File: src/hdl/c8x_pkg.sv
// Shared types and constants for the CHIP-8 execute unit.
// Used by c8x_ctrl, c8x_dpath and chip8_instruction_execute_unit; no dependencies.
package c8x_pkg;

	typedef enum logic [1:0] {
		FN_EXEC = 2'd0,
		FN_MEMW = 2'd1,
		FN_TICK = 2'd2,
		FN_PIX  = 2'd3
	} func_t;

	localparam logic [3:0] OP_SYS  = 4'h0;
	localparam logic [3:0] OP_JP   = 4'h1;
	localparam logic [3:0] OP_CALL = 4'h2;
	localparam logic [3:0] OP_SEK  = 4'h3;
	localparam logic [3:0] OP_SNEK = 4'h4;
	localparam logic [3:0] OP_SER  = 4'h5;
	localparam logic [3:0] OP_LDK  = 4'h6;
	localparam logic [3:0] OP_ADDK = 4'h7;
	localparam logic [3:0] OP_ALU  = 4'h8;
	localparam logic [3:0] OP_SNER = 4'h9;
	localparam logic [3:0] OP_LDI  = 4'hA;
	localparam logic [3:0] OP_JPV0 = 4'hB;
	localparam logic [3:0] OP_RND  = 4'hC;
	localparam logic [3:0] OP_DRW  = 4'hD;
	localparam logic [3:0] OP_MISC = 4'hF;

	localparam logic [15:0] OP_CLS = 16'h00E0;
	localparam logic [15:0] OP_RET = 16'h00EE;

	localparam logic [3:0] ALU_LD  = 4'h0;
	localparam logic [3:0] ALU_OR  = 4'h1;
	localparam logic [3:0] ALU_AND = 4'h2;
	localparam logic [3:0] ALU_XOR = 4'h3;
	localparam logic [3:0] ALU_ADD = 4'h4;
	localparam logic [3:0] ALU_SUB = 4'h5;
	localparam logic [3:0] ALU_SHR = 4'h6;

	localparam logic [7:0] MI_LD_VDT = 8'h07;
	localparam logic [7:0] MI_LD_DT  = 8'h15;
	localparam logic [7:0] MI_LD_ST  = 8'h18;
	localparam logic [7:0] MI_ADD_I  = 8'h1E;

	localparam logic [3:0]  REG_VF   = 4'hF;
	localparam logic [11:0] PC_RESET = 12'h200;

	typedef struct packed {
		logic capture;
		logic exec;
		logic flag_wr;
		logic div_step;
		logic fb_pix;
		logic pix_bit;
		logic drw_wr;
		logic drw_vf;
	} cmd_t;

	typedef struct packed {
		logic is_pix;
		logic pix_oob;
		logic is_drw;
		logic n_zero;
		logic need_flag;
		logic row_last;
	} sts_t;

endpackage

File: src/hdl/c8x_ctrl.sv
// Sequencing state machine for the CHIP-8 execute unit.
// Depends on c8x_pkg for the command and status structures.
module c8x_ctrl (
	input  logic          clk,
	input  logic          arst_n,
	input  logic          start,
	output logic          busy,
	output logic          done,
	input  c8x_pkg::sts_t sts,
	output c8x_pkg::cmd_t cmd
);

	typedef enum logic [10:0] {
		S_IDLE = 11'b000_0000_0001,
		S_READ = 11'b000_0000_0010,
		S_EXEC = 11'b000_0000_0100,
		S_FLAG = 11'b000_0000_1000,
		S_DIV  = 11'b000_0001_0000,
		S_PRD  = 11'b000_0010_0000,
		S_PBIT = 11'b000_0100_0000,
		S_DRD  = 11'b000_1000_0000,
		S_DWR  = 11'b001_0000_0000,
		S_DVF  = 11'b010_0000_0000,
		S_DONE = 11'b100_0000_0000
	} state_t;

	state_t state_q, state_n;

	assign busy = (state_q != S_IDLE);
	assign done = (state_q == S_DONE);

	always_comb begin
		state_n = state_q;
		cmd = '0;
		case (state_q)
			S_IDLE: begin
				cmd.capture = start;
				if (start) state_n = S_READ;
			end
			S_READ: state_n = S_EXEC;
			S_EXEC: begin
				cmd.exec = 1'b1;
				if (sts.is_pix) begin
					state_n = sts.pix_oob ? S_DONE : S_DIV;
				end else if (sts.is_drw) begin
					state_n = sts.n_zero ? S_DVF : S_DRD;
				end else if (sts.need_flag) begin
					state_n = S_FLAG;
				end else begin
					state_n = S_DONE;
				end
			end
			S_FLAG: begin
				cmd.flag_wr = 1'b1;
				state_n = S_DONE;
			end
			S_DIV: begin
				cmd.div_step = 1'b1;
				state_n = S_PRD;
			end
			S_PRD: begin
				cmd.fb_pix = 1'b1;
				state_n = S_PBIT;
			end
			S_PBIT: begin
				cmd.pix_bit = 1'b1;
				state_n = S_DONE;
			end
			S_DRD: state_n = S_DWR;
			S_DWR: begin
				cmd.drw_wr = 1'b1;
				state_n = sts.row_last ? S_DVF : S_DRD;
			end
			S_DVF: begin
				cmd.drw_vf = 1'b1;
				state_n = S_DONE;
			end
			S_DONE: state_n = S_IDLE;
			default: state_n = S_IDLE;
		endcase
	end

	always_ff @(posedge clk or negedge arst_n) begin
		if (!arst_n) begin
			state_q <= S_IDLE;
		end else begin
			state_q <= state_n;
		end
	end

`ifndef SYNTH
	// An accepted request always leaves the idle state on the next cycle.
	a_accept_busy: assert property (@(posedge clk) disable iff (!arst_n)
		(start && !busy) |=> busy)
		else $error("request accepted but unit not busy");
	// The result strobe lasts one cycle and the unit is free straight after it.
	a_done_free: assert property (@(posedge clk) disable iff (!arst_n)
		done |=> (!busy && !done))
		else $error("unit still busy after result");
	// Operands are only captured while the unit is free.
	a_capture_idle: assert property (@(posedge clk) disable iff (!arst_n)
		cmd.capture |-> !busy)
		else $error("capture while busy");
	// A sprite row write is always preceded by its read cycle.
	a_drw_order: assert property (@(posedge clk) disable iff (!arst_n)
		cmd.drw_wr |-> ($past(state_q) == S_DRD))
		else $error("sprite row written without read");
`endif

endmodule

File: config.mk
export PLATFORM = sky130hd
export DESIGN_NAME = c8x_ctrl
export DESIGN_NICKNAME = d
export VERILOG_FILES = /design/src/hdl/c8x_pkg.sv /design/src/hdl/c8x_ctrl.sv
export SDC_FILE = /design/constraint.sdc
export NUM_CORES = 1
export LEC_CHECK = 0
export ABC_CLOCK_PERIOD_IN_PS = 1600
export CORE_UTILIZATION = 40
export CTS_CLUSTER_SIZE = 14
export DETAILED_ROUTE_END_ITERATION = 7
export DONT_BUFFER_PORTS = 1
export GPL_TIMING_DRIVEN = 1
export MAX_ROUTING_LAYER = met4
export PLACE_DENSITY_LB_ADDON = 0.12
export SYNTH_ARGS = -nofsm -noshare
export SYNTH_HDL_FRONTEND = slang
export SYNTH_SLANG_ARGS = --single-unit
File: constraint.sdc
create_clock -name clk -period 1.6 [get_ports clk]
set_input_delay 0.16 -clock clk [delete_from_list [all_inputs] [get_ports clk]]
set_output_delay 0.16 -clock clk [all_outputs]
set_load 0.03 [all_outputs]
==> results.cfg <==
[outcome]
status = complete, but fails checks
violations = negative setup slack

[worst_setup_path]
start_kind = register
critPathMaxFanout = 3
max_stage_delay_ns = 0.42
cp.arrival_ns = 1.87
path_delay_family = simple AND/OR/NAND/NOR gates
crit_path_top_delay_cell = dfrtp_1
worstPathCellList = nor3_1 > nand2_1 > or3_4 > nor3b_4 > buf_6
r2r_end = state_q[5]
crit_type = reg2out
r2r-start = state_q[9]
rr_worst_depth = 6
critPathCaptureType = output pin
rrSetupSlack_ns = -0.17
path_buf_inv = 1
critPathRequiredTime_ns = 1.44

[placement]
place_congestion = 0.737
io_buffers = 0
dp_hpwl_mm = 1.38

[layout]
nNetsFinal = 131
multiInputGateArea_sq_um = 581
regMostFlops = state_q
antennaDiodeCount = 0
largest_register_ffs = 11
layout_common_cells = buf_4 (30), buf_6 (11), dfrtp_1 (7), nor3_1 (5), dlygate4sd3_1 (5)
top_regs = state_q x11
final-seq-area_sq_um = 280
drive_above_1_share = 0.645
fill_cells = 132
final_common_cell = buf_4
syn_to_final_growth_pct = 81.5

[global_routing]
grt_max_degree = 12
grt_overflow_total = 0
first_global_vias = 761
gr-usage-all-layers = 0.231
antenna_found_initial = 0
grt_pass1_wl_mm = 3.28

[power]
p_per_area_mw_per_mm2 = 1160
ir_worst_vdd_mv = 1.04
p_leak_nw = 0.598
finalPower_w = 0.00155

[clock_network]
cts_root_buf = clkbuf_4
cts.sinks = 11
clkTransAtPathRegs_ns = 0.07
cts.path.max_buffers = 2
cts_inserted_buffers = 3
cts_tree = built
h-tree-depth = 1
clock_latency_ns = 0.26

[sta]
finalCritPeriodShare = 1.27
fmax_ghz = 0.493
finalSetupTns_ns = -3.23
finalClockSkew_ns = 0.000851
slew_headroom = 0.670
fin_crit_ns = 2.03
hold_viol_final = 0
tightest_slew_ns = 0.493
fin_ws_ns = -0.430
holdWs_ns = 0.0344
drv_slew = 0
rsz0062_at_grt = true
setup_viol = 16

[routing]
drt_first_pass_iters = 4
wirelength_mm = 2.11
vias = 778
wl_per_cell_um = 14.5
drt_iter0_drc = 9
avgViaCountPerCell = 5.33
detail-route-antenna-nets = 0
remaining_drc_errors = 0

[worst_hold_path]
hp-class = in2reg
hold_depth = 1
min_to = state_q[9]
hold_path_startpoint = sts[0]

[logic_synthesis]
syn_nets = 85
syn_area_sq_um = 737
synth_cells = 76
synth_cell_types = 35
yosysWarnings = 0
avgSynthCellArea_sq_um = 9.70
synth_seq_area_share = 0.375
ys_seq_elements = 11

[floorplan]
io_pins = 19
die-height_um = 44.9
rows = 15
die_x_um = 44.9
start_util = 0.427
core_sq_mm = 0.00173
dieArea_sq_mm = 0.00202

[job]
cap_viol_max_count = 0
==> through the flow <==
step	area [sq um]	setup slack, ns	std cells	util
after floorplan	815	-0.142	76	-
after global placement	983	-0.108	120	0.570
after detailed placement	983	-0.138	120	0.570
after CTS	1220	-0.373	138	0.705
after global routing	1340	-0.481	146	0.775
final	1340	-0.430	146	0.775
==> worst reg2reg max path: stages (launching register included) <==
cell     delay [ns]
dfrtp_1        0.42
nor3_1         0.32
nand2_1        0.13
or3_4          0.39
buf_4          0.15
buf_6          0.11
nor3b_2        0.17
==> logic make-up after synthesis <==
| logic type | count (synthesis) | synth area share |
|---|---|---|
| AND/OR/NAND/NOR | 43 | 0.414 |
| buffers and inverters | 9 | 0.0730 |
| XOR/XNOR | 3 | 0.0357 |
| AO/OA/AOI/OAI | 10 | 0.102 |
| flip-flops | 11 | 0.375 |
==> cell usage after synthesis <==
library cell / number / area, sq um
and3_1: 2 / 12.5
buf_2: 1 / 5.00
a31o_1: 1 / 8.76
xnor2_1: 2 / 17.5
a211oi_1: 1 / 7.51
a32o_2: 2 / 22.5
nor4_1: 2 / 12.5
nor4b_1: 3 / 26.3
nor4_2: 1 / 12.5
nor3_1: 5 / 25.0
and4b_1: 2 / 20.0
nor3b_1: 5 / 37.5
xor2_1: 1 / 8.76
or4b_1: 1 / 10.0
clkbuf_1: 1 / 3.75
o21bai_1: 1 / 7.51
inv_1: 4 / 15.0
o32ai_1: 1 / 8.76
o21ai_0: 2 / 10.0
or4_4: 2 / 22.5
nor2_2: 1 / 6.26
nand3_2: 1 / 10.0
nor2_1: 7 / 26.3
a21oi_1: 2 / 10.0
nand2b_1: 1 / 6.26
nor4b_2: 1 / 15.0
nand3_1: 1 / 5.00
and3_4: 1 / 11.3
dfstp_2: 1 / 26.3
dfrtp_1: 10 / 250
buf_6: 2 / 22.5
nand2_1: 2 / 7.51
or3_1: 3 / 18.8
buf_4: 1 / 7.51
nor3_2: 2 / 20.0
==> repair_timing <==
action,4_1_cts,5_1_grt
hold endpoints to repair,14,0
setup endpoints to repair,16,17
gates resized for setup,20,15
buffers inserted,9,8
pin swaps,8,9
hold buffers,5,0
==> per-layer routing <==
metal	up-vias	share of wire	track usage	routed length, um
li1	377	-	-	-
met1	368	0.43	0.301	908
met2	29	0.51	0.357	1090
met3	4	0.044	0.0160	93
met4	0	0.012	0.127	25
met5	-	0	-	0
==> layout make-up <==
| class | instances | area share |
|---|---|---|
| clock buffers | 4 | 0.0196 |
| well taps | 25 | 0.0234 |
| repair buffers | 46 | 0.298 |
| multi-input cells | 56 | 0.434 |
| inverters | 4 | 0.0150 |
| flip-flops and latches | 11 | 0.210 |
==> power breakdown <==
part	total [W]	internal (W)	switching, W
clock network	0.000181	0.0000962	0.0000847
registers	0.000370	0.000325	0.0000451
logic	0.00100	0.000528	0.000475
total	0.00155	0.000949	0.000605
==> worst max-delay path by stage <==
stage,start,cells past startpoint,endpoint,slack (ns)
5_1_grt,state_q[1],5,cmd[3],-0.48
3_3_place_gp,state_q[1],5,cmd[4],-0.11
6_report,state_q[9],5,cmd[4],-0.43
2_1_floorplan,state_q[4],5,cmd[7],-0.14
3_5_place_dp,state_q[1],5,cmd[4],-0.14
4_1_cts,state_q[2],5,cmd[4],-0.37
(Power assumes the default switching activity.)
